==> src/sv/smx_divider.sv <==
`timescale 1ns / 1ps
// ----------------------------------------------------------------------------
// smx_divider
// Signed 32-bit restoring divider, one quotient bit per cycle.
// ----------------------------------------------------------------------------
module smx_divider (
	input  logic        clk,
	input  logic        arst_n,
	input  logic        start,
	input  logic [31:0] dividend,
	input  logic [31:0] divisor,
	output logic        done,
	output logic [31:0] quotient
);

	logic        busy_q;
	logic        done_q;
	logic [4:0]  cnt_q;
	logic [31:0] rem_q;
	logic [31:0] quo_q;
	logic [31:0] dvs_q;
	logic        neg_q;
	logic [32:0] trial;

	assign trial = {rem_q, quo_q[31]} - {1'b0, dvs_q};

	always_ff @(posedge clk or negedge arst_n) begin
		if (!arst_n) begin
			busy_q <= 1'b0;
			done_q <= 1'b0;
			cnt_q  <= '0;
		end else begin
			done_q <= 1'b0;
			if (start) begin
				busy_q <= 1'b1;
				cnt_q  <= 5'd31;
			end else if (busy_q) begin
				cnt_q <= cnt_q - 5'd1;
				if (cnt_q == 5'd0) begin
					busy_q <= 1'b0;
					done_q <= 1'b1;
				end
			end
		end
	end

	always_ff @(posedge clk) begin
		if (start) begin
			rem_q <= '0;
			quo_q <= dividend[31] ? (32'd0 - dividend) : dividend;
			dvs_q <= divisor[31] ? (32'd0 - divisor) : divisor;
			neg_q <= dividend[31] ^ divisor[31];
		end else if (busy_q) begin
			if (!trial[32]) begin
				rem_q <= trial[31:0];
				quo_q <= {quo_q[30:0], 1'b1};
			end else begin
				rem_q <= {rem_q[30:0], quo_q[31]};
				quo_q <= {quo_q[30:0], 1'b0};
			end
		end
	end

	assign done     = done_q;
	assign quotient = neg_q ? (32'd0 - quo_q) : quo_q;

endmodule

==> config.mk <==
export PLATFORM = sky130hd
export DESIGN_NAME = smx_divider
export DESIGN_NICKNAME = d
export VERILOG_FILES = /design/src/sv/smx_divider.sv
export SDC_FILE = /design/constraint.sdc
export NUM_CORES = 1
export LEC_CHECK = 0
export BUFFER_PORTS_ARGS = -buffer_cell sky130_fd_sc_hd__buf_2
export CAP_MARGIN = 20
export CORE_ASPECT_RATIO = 1.2
export CORE_MARGIN = 2
export CORE_UTILIZATION = 45
export CTS_CLUSTER_DIAMETER = 150
export DETAILED_ROUTE_END_ITERATION = 7
export HOLD_SLACK_MARGIN = 0.08
export PLACE_DENSITY = 0.69
export SYNTH_ARGS = -nofsm -noshare
export SYNTH_HDL_FRONTEND = slang
export SYNTH_SLANG_ARGS = --single-unit
==> constraint.sdc <==
create_clock -name clk -period 8.2 [get_ports clk]
set_input_delay 0.41 -clock clk [delete_from_list [all_inputs] [get_ports clk]]
set_output_delay 0.41 -clock clk [all_outputs]
set_load 0.01 [all_outputs]
Word level (Yosys, flattened, before mapping) --
Cells that the tools add are included.
Cells by class: add/subtract/negate cells 5, $mul 0, div/mod/pow operators 0, magnitude comparators 0, eq/ne operators 0, shift-type cells 0, muxes and demuxes 15, bitwise gates (word level) 1, reductions and logical operators 2
Operator list (number):
- $mux 32 | 5
- $sub 1x32->32 const A | 3
- $sub 33x32->33 | 1
- $mux 31 | 1
- $mux 5 | 2
- $mux 1 | 7
- $logic_not 5->1 | 1
- $sub 5x1->5 const B | 1
- $reduce_bool 2->1 | 1
- $xor 1x1->1 | 1
Storage, ports and cells: bits in registers 104, bits in latches 0, RAM bits 0, ROM bits 0, bits of input ports 67, output and inout port bits 33, word-level logic and storage cells 31, memories 0

Longest topological paths before layout --
word-level depth 4, gate-level depth with buffers 12, gate-level depth less buffers 11

Least setup slack after synthesis --
Ideal clock, no wire load.
path kind reg-to-output, start reg quo_q[2], end out quotient[31], data arrival time 2.545 ns, data required time 7.790 ns, path slack 5.245 ns, cell stages (with the launch flop) 9, buffers on the path 0, cells stage by stage edfxtp_1 nor3_2 nand3_2 or4_4 or2_4 or4_4 o41ai_4 nand2_1 xnor2_1
Between the ends: cells in the longest elaborated chain, start to end 2
Ends and longest elaborated chain:
- from (decl) | line 20 | logic [31:0] quo_q;
- from (signal assigned) | line 50 | quo_q <= dividend[31] ? (32'd0 - dividend) : dividend;
- from (signal assigned) | line 56 | quo_q <= {quo_q[30:0], 1'b1};
- from (signal assigned) | line 59 | quo_q <= {quo_q[30:0], 1'b0};
- $sub 1x32->32 | line 65 | assign quotient = neg_q ? (32'd0 - quo_q) : quo_q;
- $mux 32 | line 65
- to (decl) | line 13 | output logic [31:0] quotient
No other way between the ends.

Final worst setup path --
Same ends and word-level chain as after synthesis.

==> summary.txt <==
Run status
  • Outcome: finished, final reports clean

Power
  • Switching share of power: 29.1%
  • P_leak: approximately 3.5 nW
  • Worst VDD drop: 0.0000943 V
  • NetSw: 0.407 mW
  • Pwr per Cell Area: approximately 160 mW/mm²
  • Clk network pwr share: 31.9%
  • Pint: 0.992 mW
  • Comb power frac: 22.2%
  • Part of the power in registers: 46.0%

Hold path
  • WHS Endpoint: dvs_q[0]
  • Worst Hold Launch: divisor[0]
  • Hold path cells: 1
  • HP Class: in2reg

Timing
  • Max transition margin: around 32%
  • Setup ws final: 4.50 ns
  • Final setup viols: 0
  • Worst-Margin Slew: 1.02 ns
  • Post-route setup TNS: 0 ns
  • Hold WS: 0.321 ns
  • Worst Skew: 0.0123 ns
  • Tcrit/Tclk final: 45.2%
  • Unrepaired setup endpoints after global routing: false
  • Final Hold Vio Count: 0
  • Final min period: 3.70 ns
  • Slew Viols, Final: 0
  • Fmax: 0.270 GHz

Clock network
  • # hold bufs at CTS: 1
  • CTS Buf Count: 9
  • Clk slew on worst S/H paths: 0.07 ns
  • CTS tree: built
  • Total clock sinks: around 100
  • Max clock buf depth: 2
  • Resize count post-CTS: 0
  • Clock Latency Late Sink: 0.36 ns
  • Clk root buf: clkbuf_16
  • Setup Buffers After CTS: 0
  • H-tree depth: 3

Cells and area
  • Layout cells sized above 1: 14.1%
  • Fillers: 1,694
  • Synth-to-layout area growth: 11.7%
  • N_diodes: 0
  • Nets@finish: roughly 1.1k

Logic synthesis
  • Mapped Nets: 1,050
  • Seq/Total Area, Yosys: 34.6%
  • Yosys Warn Count: 0
  • Synth cell types: between 70 and 80
  • Avg Synthesized Cell Area: 8.46 µm²
  • Ys flop type: edfxtp_1
  • Post-synthesis cell count: 945
  • Post-synth ARST share: about 6.7%
  • Post-synth EDFFs: 65
  • Post-synthesis register bit count: 104
  • Netlist Area Pre-Place: around 0.008 mm²

Global routing
  • First-pass GRT wire length: about 32 mm
  • Initial antenna violation count: 0
  • GRT overflow: 0
  • Pin count of the biggest net entering global routing: 87
  • Vias in the first global route: 6,562
  • Overall routing resource usage: roughly 21%

Place
  • Port bufs: 99
  • Pre-CTS WS: a little under 5 ns
  • Routability cong.: ~0.9
  • HPWL after DPL: 14.1 mm

Floorplanning
  • Die ar.: 0.0188 mm²
  • Vert. Die Dim: 150 µm
  • # IOs: 100
  • Core area: about 0.017 mm²
  • Overall die width: approximately 130 µm
  • Site row count: 53
  • Initial core utilization: around 46%

Critical path
  • Reg2reg setup slack: 4.85 ns
  • CP startpoint kind: register
  • CP arrival: 3.29 ns
  • Worst Setup End Kind: output pin
  • Worst Path Max Fanout: 5
  • Worst reg2reg path depth: 11
  • Critical Setup Path Class: reg2out
  • R2R Path End: rem_q[18]
  • Critical path required time: 7.79 ns
  • R2R Path Start: dvs_q[16]

Drt
  • DRT iter0 DRCs: approximately 500
  • Pre-antenna DRT Iters: 5
  • Antenna Violating Nets Remaining: 0
  • DRC viols: 0
  • Vias per cell: 5.73
  • Total wire length: 19.2 mm
  • Vias: 7,080
  • Routed wire length per instance: 15.6 µm

Job
  • Max_cap viols: 0
-- logic make-up after synthesis --
group | after synthesis | synth area share, %
simple gates | 326 | 19.7
compound gates | 251 | 21.2
flops | 104 | 34.6
xor+xnor | 118 | 13.0
fa+ha+maj | 38 | 6.04
buf+inv | 105 | 5.07
mux | 3 | 0.376
-- state kept, by name (all words and copies together), names as in the netlist --
name,cells
busy_q,1
cnt_q,5
done,1
dvs_q,32
neg_q,1
quo_q,32
rem_q,32
-- power by group through the flow --
stage / sequential, mW / combinational, mW / clock, mW
after floorplan: 0.639 / 0.212 / 0
after global placement: 0.652 / 0.306 / 0
after detailed placement: 0.654 / 0.309 / 0
after CTS: 0.642 / 0.311 / 0.457
after global routing: 0.648 / 0.347 / 0.478
final: 0.643 / 0.310 / 0.446
-- layer usage --
| layer | vias up | part of all wire, % | track usage [%] |
|---|---|---|---|
| met3 | 39 | 5.6 | 2.54 |
| met5 | - | 0 | 0 |
| met4 | 0 | 2.4 | 8.11 |
| met2 | 261 | 45 | 33.8 |
| met1 | 3217 | 47 | 28.0 |
| li1 | 3563 | - | - |
-- area by class of cell --
| type | count | area [µm²] | share of cell area [%] |
|---|---|---|---|
| timing repair buffer | 105 | 546 | 6.11 |
| clock inverter | 5 | 53.8 | 0.603 |
| multi-input combinational | 736 | 4820 | 54.1 |
| clock buffer | 11 | 254 | 2.85 |
| tap | 220 | 275 | 3.08 |
| sequential | 104 | 2770 | 31.0 |
| inverter | 54 | 203 | 2.27 |
-- critical path, cell delays in order (launching register included) --
cell and delay [ns]:
edfxtp_1 0.45, nor3_2 0.28, nand3_2 0.12, or4_4 0.44
or2_4 0.26, or4_4 0.44, o41ai_4 0.38, nand2_1 0.14
xnor2_1 0.24, buf_2 0.18
-- cell usage in the layout, fill, tap and decap left out, types with 9 or more instances in the layout --
master / count
clkbuf_16: 10
a311oi_1: 23
a21oi_1: 71
nand2_1: 114
nand4_1: 12
or4_1: 14
buf_2: 98
xor2_1: 39
dfxtp_1: 32
o41ai_1: 14
edfxtp_1: 65
o21ai_0: 53
o21a_1: 9
or3_1: 9
nand3_1: 22
xnor2_1: 77
nor2_1: 81
nor3_1: 14
inv_1: 53
o31ai_1: 25
nand2b_1: 15
nor4_1: 11
ha_1: 37
-- per-stage QoR --
stage | power [mW] | util (%) | instances | cell area (µm²)
after floorplan | 0.851 | - | 945 | 7990
final | 1.40 | 51.2 | 1235 | 8920
after global routing | 1.47 | 51.2 | 1235 | 8920
after global placement | 0.958 | 49.4 | 1218 | 8610
after CTS | 1.41 | 51.2 | 1235 | 8920
after detailed placement | 0.963 | 49.4 | 1218 | 8610
-- Yosys cell counts, types with 4 or more instances --
cell type  number  area, µm²
a311oi_1       23        201
nand3b_1        4       30.0
o41ai_1        14        123
and3_1          6       37.5
or4_1          14        105
a21o_1          6       45.0
buf_2           6       30.0
a21oi_1        71        355
o21ai_0        53        265
o21a_1          9       67.6
buf_1           5       18.8
nand2b_1       15       93.8
nor3_1         14       70.1
o31ai_1        25        188
dfrtp_1         7        175
a211o_1         4       35.0
o22ai_1         4       25.0
xor2_1         39        342
or3_1           9       56.3
edfxtp_1       65       1950
nand3_1        22        110
nand4_1        12       75.1
ha_1           37        463
a211oi_1        5       37.5
nor2b_1         6       37.5
nand2_1       114        428
inv_1          53        199
nor4_1         11       68.8
xnor2_1        78        683
clkbuf_1       39        146
o211ai_1        5       37.5
dfxtp_1        32        641
nor2_1         81        304
-- how the worst max path moves through the flow --
stage / cells after the start / to / start / slack (ns)
floorplan: 8 / quotient[31] / quo_q[2] / 5.24
global placement: 9 / quotient[31] / quo_q[2] / 4.84
detailed placement: 9 / quotient[31] / quo_q[2] / 4.87
CTS: 9 / quotient[31] / quo_q[2] / 4.47
global route: 9 / quotient[31] / quo_q[2] / 4.26
finish: 9 / quotient[31] / quo_q[2] / 4.50
(Power assumes the default switching activity.)
