--- src/sv/smx_pkg.sv ---
`timescale 1ns / 1ps
// ----------------------------------------------------------------------------
// smx_pkg
// Types and codes shared by the stack machine execute unit and its parts.
// ----------------------------------------------------------------------------
package smx_pkg;

	typedef enum logic [4:0] {
		KIND_NOP    = 5'd0,
		KIND_HALT   = 5'd1,
		KIND_PUSH   = 5'd2,
		KIND_POP    = 5'd3,
		KIND_ADD    = 5'd4,
		KIND_SUB    = 5'd5,
		KIND_MUL    = 5'd6,
		KIND_DIV    = 5'd7,
		KIND_GET    = 5'd8,
		KIND_PUT    = 5'd9,
		KIND_NOT    = 5'd10,
		KIND_AND    = 5'd11,
		KIND_OR     = 5'd12,
		KIND_TESTEQ = 5'd13,
		KIND_TESTNE = 5'd14,
		KIND_TESTLT = 5'd15,
		KIND_TESTLE = 5'd16,
		KIND_TESTGT = 5'd17,
		KIND_TESTGE = 5'd18,
		KIND_J      = 5'd19,
		KIND_JF     = 5'd20
	} kind_t;

	typedef enum logic [1:0] {
		ERR_NONE      = 2'd0,
		ERR_DIV_ZERO  = 2'd1,
		ERR_UNDERFLOW = 2'd2,
		ERR_OVERFLOW  = 2'd3
	} err_t;

	// What a stack cell loads in a cycle.
	typedef enum logic [1:0] {
		CELL_HOLD  = 2'd0,
		CELL_ABOVE = 2'd1,
		CELL_BELOW = 2'd2
	} cell_op_t;

	// Shift control for the cell row: the top cell and all the others.
	typedef struct packed {
		cell_op_t top_op;
		cell_op_t rest_op;
	} stk_ctl_t;

	typedef enum logic [1:0] {
		ST_CLEAR = 2'd0,
		ST_IDLE  = 2'd1,
		ST_EXEC  = 2'd2,
		ST_DIV   = 2'd3
	} state_t;

	localparam int unsigned WORD_W = 32;

endpackage

--- src/sv/smx_stack_cell.sv ---
`timescale 1ns / 1ps
// ----------------------------------------------------------------------------
// smx_stack_cell
// One entry of the shifting operand stack.
// ----------------------------------------------------------------------------
module smx_stack_cell (
	input  logic              clk,
	input  smx_pkg::cell_op_t op,
	input  logic [31:0]       above,
	input  logic [31:0]       below,
	output logic [31:0]       data
);

	logic [31:0] data_q;

	always_ff @(posedge clk) begin
		case (op)
			smx_pkg::CELL_ABOVE: data_q <= above;
			smx_pkg::CELL_BELOW: data_q <= below;
			default:             data_q <= data_q;
		endcase
	end

	assign data = data_q;

endmodule

--- config.mk ---
export PLATFORM = sky130hd
export DESIGN_NAME = smx_stack_cell
export DESIGN_NICKNAME = d
export VERILOG_FILES = /design/src/sv/smx_pkg.sv /design/src/sv/smx_stack_cell.sv
export SDC_FILE = /design/constraint.sdc
export NUM_CORES = 1
export LEC_CHECK = 0
export ABC_AREA = 1
export BUFFER_PORTS_ARGS = -buffer_cell sky130_fd_sc_hd__buf_4
export CORE_ASPECT_RATIO = 1.5
export CORE_UTILIZATION = 44
export CTS_CLUSTER_DIAMETER = 100
export DETAILED_ROUTE_END_ITERATION = 8
export PLACE_DENSITY = 0.88
export SLEW_MARGIN = 5
export SYNTH_ARGS = -nofsm -noshare
export SYNTH_HDL_FRONTEND = slang
export SYNTH_SLANG_ARGS = --single-unit
export TNS_END_PERCENT = 10
--- constraint.sdc ---
create_clock -name clk -period 4.4 [get_ports clk]
set_input_delay 0.44 -clock clk [delete_from_list [all_inputs] [get_ports clk]]
set_output_delay 0.44 -clock clk [all_outputs]
set_load 0.01 [all_outputs]
==> After elaboration in Yosys (flattened, before gate mapping) <==
Index checks and enable logic that the tools add are counted.
{ "classes": {"n_mux": 1, "n_reduce_logical": 1, "n_eq_ne": 2} }
{ "op_table": {"columns": ["cell", "count"], "rows": [
  ["$pmux W32 S2", 1],
  ["$eq A2 B1 Y1 const B", 1],
  ["$eq A2 B2 Y1 const B", 1],
  ["$reduce_bool A2 Y1", 1]
]} }
{ "totals": {"inputBits": 67, "output_inout_bits": 32, "reg_bits": 32, "elab_cells": 5} }

==> Longest topological paths before layout <==
Gate-level depths: netlist of run 1.
{ "logic_depth": {"word_depth": 2, "depth_mapped": 7, "ltp_nobuf": 5} }

==> Least setup slack after synthesis of run 1 <==
No wires, ideal clock.
{ "synth_path": {"path_type": "input port to flip-flop", "start": "in op[0]", "end": "reg data_q[0] (netlist: data[0]), enable pin", "required_ns": 4.013, "arrival_time_ns": 1.378, "setup_time_ns": 0.387, "path_buffers": 0, "setup_slack_ns": 2.635, "path_stages": 3, "path_cell_list": "inv_1 > ha_1 > inv_1"} }
{ "synth_between": {"elab_chain_len": 2, "elab_cells_between_ends": 3, "cone_classes": "2 x eq/ne; 1 x reduce/logical"} }
{ "synth_lines": {"columns": ["element", "line_no", "rtl"], "rows": [
  ["start: declaration", "smx_stack_cell.sv:8", "input smx_pkg::cell_op_t op,"],
  ["$eq A2 B2 Y1 or $eq A2 B1 Y1 (tied branches)", "smx_stack_cell.sv:17", "case (op)"],
  ["$reduce_bool A2 Y1 (no line) *", null, null],
  ["end signal: assignment", "smx_stack_cell.sv:18", "smx_pkg::CELL_ABOVE: data_q <= above;"],
  ["end signal: assignment", "smx_stack_cell.sv:19", "smx_pkg::CELL_BELOW: data_q <= below;"],
  ["end signal: assignment", "smx_stack_cell.sv:20", "default: data_q <= data_q;"],
  ["end: declaration", "smx_stack_cell.sv:14", "logic [31:0] data_q;"]
]} }
Every way passes the cells marked *; elsewhere a longest branch is shown, timed or not.
A chain may end at the register's enable or synchronous reset.

==> Worst setup path in the final report of run 1 <==
{ "layout_path": {"start": "in op[0]", "end": "reg data_q[10] (netlist: data[10]), data pin"} }
{ "layout_between": {"elab_chain_len": 2, "elab_cells_between_ends": 3, "cone_classes": "2 x eq/ne; 1 x mux"} }
{ "layout_lines": {"columns": ["element", "line_no"], "rows": [
  ["$eq A2 B2 Y1 or $eq A2 B1 Y1 (tied branches)", "smx_stack_cell.sv:17"],
  ["$pmux W32 S2 *", "smx_stack_cell.sv:17"]
]} }
Marks and branches as above.

==> impl_metrics.ini, run 1 <==
[global_route]
grt_pass1_vias = 1216
antenna_found_initial = 0
grt_max_degree = 33
grt_pass1_wl_mm = 5.44
gr-total-overflow = 0
grt_usage_pct = 21.1

[timing]
hold_violations = 0
clock.fmax_mhz = 564
grt_setup_unrepaired = false
drv_slew = 0
setup_viol_count_final = 0
whs_ns = 0.419
min_period_over_period_pct = 40.3
layout_min_cycle_time_ns = 1.77
tightest_slew_ns = 1.15
maxSlewHeadroom_pct = 23.2
fin_tns_setup_ns = 0

[hold_path]
hp-class = input port to flip-flop
holdPathStages = 3

[cts]
cts_hold_buffers = 0
clkTransAtPathRegs_ns = 0.06
cts_tree = yes
cts.sinks = 32
cts_resized = 0
cts_htree_levels = 2
cts_buffers = 5
clockBufferDepth = 2
post-cts-setup-buffers = 0
cts_root_buf = clkbuf_8

[power_and_ir_drop]
p_leak_nw = 1.14
power_density_mw_per_mm2 = 353
ir_drop_v = 0.000283

[cells_and_area]
final_common_cell = buf_4
n_fill_cell = 243
drive_gt1_share_pct = 49.0
largest_register_ffs = 32
final_cell_mix = buf_4, nand2_1, edfxtp_1
antenna_cells = 0
area_delta_synth_final_pct = 53.0
nNetsFinal = 306

[yosys]
syn_area_per_cell_um2 = 10.6
syn_nets = 207
ys_seq_area_share_pct = 65.3
synth_cells = 139
yosysWarnings = 0
ys_ff_latch = 32
ys_types = 9
netlist_area_mm2 = 0.00147

[drt]
drt_wl_total_mm = 3.48
drt_first_pass_iters = 4
drtAntennaViolNets = 0
routed_via_density = 4.62
route.vias.total = 1288
wl_per_cell_um = 12.5
drc = 0
drt_iter0_markers = 17

[place]
portBuffers = 98
hpwl_mm = 2.60
gp_congestion = 0.705

[floorplan]
die_w_um = 49.2
dieArea_mm2 = 0.00359
start_util_pct = 46.6
die_h_um = 72.9
io-pin-count = 99
row_count = 25
core_area_mm2 = 0.00316

[setup_path]
crit_cells = 7
endpoint_kind = flip-flop
cp_top_family = buffers and inverters
cpMaxStageDelayCell = ha_1
crit_type = input port to flip-flop
max_stage_delay_ns = 0.59
critPathArrivalTime_ns = 1.81
crit_buf_inv = 4
worstPathMaxFanout = 32
path_cells = buf_4 > inv_1 > ha_1 > buf_4 > inv_8 > nand2_1 > nand2_1
critPathRequiredTime_ns = 4.44
critical_path.startpoint_type = input port

[run]
cap_viol_max_count = 0

[status]
status = finished clean
cell type report:
type | count | area, um2 | share of cell area, %
sequential | 32 | 961 | 42.6
inverter | 3 | 18.8 | 0.833
multi-input combinational | 97 | 398 | 17.7
clock buffer | 5 | 68.8 | 3.05
clock inverter | 3 | 13.8 | 0.611
timing repair buffer | 99 | 743 | 33.0
tap | 40 | 50.0 | 2.22
where the power goes:
| part | total, W | switching, W | internal [W] |
|---|---|---|---|
| registers | 0.000402 | 0.0000120 | 0.000390 |
| clock network | 0.000211 | 0.000104 | 0.000107 |
| logic | 0.000183 | 0.0000833 | 0.0000993 |
synth_stat cells (all sizes together):
library cell,instances,area share (%)
nand2,96,26
ha,1,0.85
edfxtp,32,65
clkbuf,3,2.8
inv,3,1.3
buf,4,3.7
logic make-up after synthesis:
logic type	synth area share, %
fa+ha+maj	0.849
buf+inv	7.73
flops	65.3
simple gates	26.2
path summary, 6_finish.rpt:
path	start	end	slack, ns
setup / recovery	op[0]	data[10]	2.63
hold / removal	above[26]	data[26]	0.42
layer usage:
| metal | GRT usage [%] | routed length, um | up-vias |
|---|---|---|---|
| li1 | - | - | 639 |
| met1 | 21.7 | 1210 | 576 |
| met2 | 37.4 | 1920 | 64 |
| met3 | 6.46 | 263 | 9 |
| met4 | 12.1 | 87 | 0 |
| met5 | 0 | 0 | - |
through the flow:
stage | setup WS, ns | std cells | area (um2) | total power (W) | util [%]
after floorplan | 2.64 | 139 | 1470 | 0.000478 | -
after global placement | 2.35 | 271 | 2170 | 0.000587 | 68.7
after detailed placement | 2.32 | 271 | 2170 | 0.000593 | 68.7
after CTS | 2.62 | 279 | 2250 | 0.000806 | 71.3
after global routing | 2.50 | 279 | 2250 | 0.000831 | 71.3
final | 2.63 | 279 | 2250 | 0.000796 | 71.3
tightest hold or removal path: stages:
cell and delay, ns:
buf_4 0.08, nand2_1 0.04, nand2_1 0.04
No activity file was read; power rests on OpenSTA's default activity.
==> inputs of run 2 (changes only) <==
Settings changed: CORE_UTILIZATION 44 to 41, PLACE_DENSITY 0.88 to 0.83.
Clock period 4.4 ns to 1.8 ns, I/O delays scaled along.
==> run 2 against run 1 <==
Sequential power rose by 140%. Flip-flop and latch count did not move. Setup slack got worse by 1.9 ns. Worst hold slack got worse by 0.26 ns. Non-clock buffer count rose by 2. Power rose by 140%. Final cell count rose by 1.4%. Core utilization fell by 4.6 points. Critical path depth fell by 1. Critical path type unchanged. Largest cell class unchanged.
==> impl_metrics.ini, run 2 (synthesis results as in run 1) <==
[drt]
routed_via_density = 4.45
drc = 0
route.vias.total = 1258
drt_wl_total_mm = 3.38
wl_per_cell_um = 11.9
drtAntennaViolNets = 0
drt_first_pass_iters = 4
drt_iter0_markers = 16

[cts]
clkTransAtPathRegs_ns = 0.06
cts_root_buf = clkbuf_8
cts_tree = yes
cts_buffers = 5
cts_htree_levels = 2
cts_hold_buffers = 0
cts_resized = 0
cts.sinks = 32
clockBufferDepth = 2
post-cts-setup-buffers = 0

[setup_path]
cp_top_family = adder cells
endpoint_kind = flip-flop
critPathArrivalTime_ns = 1.14
timing.critical_path.mode_cell = nand2_1
critical_path.startpoint_type = input port
path_cells = buf_4 > inv_1 > ha_1 > inv_8 > nand2_1 > nand2_1
crit_buf_inv = 3
max_stage_delay_ns = 0.46
worstPathMaxFanout = 32
cpMaxStageDelayCell = ha_1
critPathRequiredTime_ns = 1.84
crit_type = input port to flip-flop

[run]
cap_viol_max_count = 0

[power_and_ir_drop]
ir_drop_v = 0.000704
p_leak_nw = 1.15
power_density_mw_per_mm2 = 854

[floorplan]
dieArea_mm2 = 0.00384
start_util_pct = 43.1
die_w_um = 50.9
row_count = 26
io-pin-count = 99
core_area_mm2 = 0.00342
die_h_um = 75.4

[timing]
drv_slew = 0
tightest_slew_ns = 0.491
min_period_over_period_pct = 61.2
fin_tns_setup_ns = 0
layout_min_cycle_time_ns = 1.10
grt_setup_unrepaired = false
clock.fmax_mhz = 908
hold_violations = 0
maxSlewHeadroom_pct = 67.2
setup_viol_count_final = 0

[global_route]
grt_pass1_vias = 1221
grt_usage_pct = 19.4
grt_pass1_wl_mm = 5.16
gr-total-overflow = 0
grt_max_degree = 33
antenna_found_initial = 0

[hold_path]
hp-class = input port to flip-flop

[place]
portBuffers = 98
postPlaceCellArea_mm2 = 0.00220
gp_congestion = 0.813
hpwl_mm = 2.63

[cells_and_area]
n_fill_cell = 293
nNetsFinal = 308
area_delta_synth_final_pct = 54.9
drive_gt1_share_pct = 48.5
antenna_cells = 0
largest_register_ffs = 32
final_cell_mix = buf_4, nand2_1, edfxtp_1
final_common_cell = buf_4
final_area_mm2 = 0.00228

[status]
status = finished clean
==> run 2: report_power, final <==
group,switching [W],internal [W]
Combinational,0.000199,0.000252
Clock,0.000249,0.000269
Sequential,0.0000288,0.000951
==> run 2: layout make-up <==
type	count	area, um2	area share (%)
tap	42	52.6	2.30
clock buffer	7	76.3	3.35
clock inverter	1	3.75	0.165
timing repair buffer	101	771	33.8
inverter	3	18.8	0.823
multi-input combinational	97	398	17.4
sequential	32	961	42.1
==> run 2: worst paths after layout <==
| kind | from | end | slack, ns | cells after the start |
|---|---|---|---|---|
| setup / recovery | op[0] | data[11] | 0.70 | 6 |
| hold / removal | above[28] | data[28] | 0.16 | 3 |
==> run 2: through the flow <==
step | total power, W | std cells | hold slack (ns) | worst slack, ns | util, %
6_report | 0.00195 | 283 | 0.159 | 0.698 | 66.8
5_1_grt | 0.00204 | 283 | 0.153 | 0.601 | 66.8
3_5_place_dp | 0.00145 | 275 | 0.448 | 0.387 | 64.4
4_1_cts | 0.00196 | 283 | 0.153 | 0.692 | 66.8
2_1_floorplan | 0.00117 | 139 | 0.353 | 0.295 | -
3_3_place_gp | 0.00144 | 275 | 0.445 | 0.446 | 64.4
==> run 2: tightest hold or removal path: stages <==
cell,delay [ns]
buf_4,0.07
nand2_1,0.04
nand2_1,0.04
==> run 2: layer usage <==
metal | share of wire [%] | GRT usage (%) | wire length, um
met5 | 0 | 0 | 0
met4 | 5.3 | 14.5 | 179
met3 | 7.9 | 8.18 | 268
met2 | 58 | 35.5 | 1960
met1 | 29 | 16.2 | 968
==> inputs of run 3 (changes only) <==
Clock period 1.8 ns to 1.1 ns, I/O delays scaled along.
==> run 3 against run 2 <==
Power up 65%. Sequential power up 63%. Global-route usage down 0.54 points. Sequential share of layout area down 1.1 points. Critical endpoint is now data[25]. Highest routed layer unchanged.
==> impl_metrics.ini, run 3 (synthesis results as in run 1) <==
[cts]
post-cts-setup-buffers = 0
cts_htree_levels = 2
cts_hold_buffers = 0
cts_root_buf = clkbuf_8
cts.sinks = 32
clockBufferDepth = 2
clkTransAtPathRegs_ns = 0.06
cts_resized = 0
cts_tree = yes
cts_buffers = 5

[timing]
fin_tns_setup_ns = 0
layout_min_cycle_time_ns = 0.922
tightest_slew_ns = 0.202
min_period_over_period_pct = 83.8
clock.fmax_mhz = 1080
setup_viol_count_final = 0
drv_slew = 0
whs_ns = 0.0938
hold_violations = 0
maxSlewHeadroom_pct = 86.6
setup_slack_ns = 0.178
grt_setup_unrepaired = false

[setup_path]
critical_path.startpoint_type = flip-flop
max_stage_delay_ns = 0.38
endpoint_kind = output port
cpMaxStageDelayCell = edfxtp_1
crit_buf_inv = 1
critPathRequiredTime_ns = 0.99
critPathArrivalTime_ns = 0.81
worstPathMaxFanout = 1
crit_type = flip-flop to output port
path_cells = buf_4
cp_top_family = flip-flops

[cells_and_area]
nNetsFinal = 309
area_delta_synth_final_pct = 58.9
antenna_cells = 0
final_cell_mix = buf_4, nand2_1, edfxtp_1
drive_gt1_share_pct = 50.8
largest_register_ffs = 32
final_common_cell = buf_4

[global_route]
grt_pass1_vias = 1163
gr-total-overflow = 0
grt_pass1_wl_mm = 5.13
antenna_found_initial = 0
grt_max_degree = 33
grt_usage_pct = 18.9

[place]
portBuffers = 98
hpwl_mm = 2.69
place_ws_ns = 0.0487
gp_congestion = 0.777

[floorplan]
row_count = 26
core_area_mm2 = 0.00342
die_w_um = 50.9
dieArea_mm2 = 0.00384
io-pin-count = 99
die_h_um = 75.4
start_util_pct = 43.1

[drt]
drt_iter0_markers = 20
drt_wl_total_mm = 3.37
drtAntennaViolNets = 0
routed_via_density = 4.44
drt_first_pass_iters = 4
drc = 0
route.vias.total = 1261
wl_per_cell_um = 11.9

[power_and_ir_drop]
p_leak_nw = 1.16
power_density_mw_per_mm2 = 1370
ir_drop_v = 0.00117

[run]
cap_viol_max_count = 0

[hold_path]
hp-class = input port to flip-flop

[status]
status = finished clean
-- run 3: cell types whose count changed in the layout (fill, tap and decap cells not counted) --
cell,delta
buf_12,+2
buf_4,-1
clkbuf_1,-2
clkinv_2,+2
clkinvlp_4,+1
ha_1,-1
ha_4,+1
inv_1,-2
inv_8,+1
-- run 3: path summary, 6_finish.rpt --
path / endpoint / depth (start not counted) / from / slack (ns)
max: data[25] / 1 / data[25] / 0.18
min: data[28] / 3 / above[28] / 0.09
-- run 3: cell type report --
| type | instances | area, um2 |
|---|---|---|
| clock buffer | 5 | 68.8 |
| clock inverter | 3 | 13.8 |
| fill | 282 | 1080 |
| inverter | 3 | 30.0 |
| multi-input combinational | 97 | 410 |
| sequential | 32 | 961 |
| tap | 42 | 52.6 |
| timing repair buffer | 102 | 803 |
-- run 3: per-layer routing --
metal	up-vias	routed length [um]	track usage [%]
met1	560	1090	18.1
met2	48	1970	35.7
met4	0	119	12.3
met3	9	181	3.99
met5	-	0	0
li1	644	-	-
-- run 3: where the power goes --
group,internal [W],switching [W],leakage [nW],total [W]
sequential,0.00156,0.0000457,0.312,0.00160
combinational,0.000441,0.000346,0.802,0.000787
clock,0.000428,0.000395,0.0453,0.000822
total,0.00242,0.000786,1.16,0.00321
-- run 3: stage by stage --
stage	std cells	power, W	instance area [um2]	utilization [%]
2_1_floorplan	139	0.00192	1500	-
3_3_place_gp	276	0.00241	2260	66.1
3_5_place_dp	276	0.00243	2260	66.1
4_1_cts	284	0.00326	2340	68.5
5_1_grt	284	0.00337	2340	68.5
6_report	284	0.00321	2340	68.5
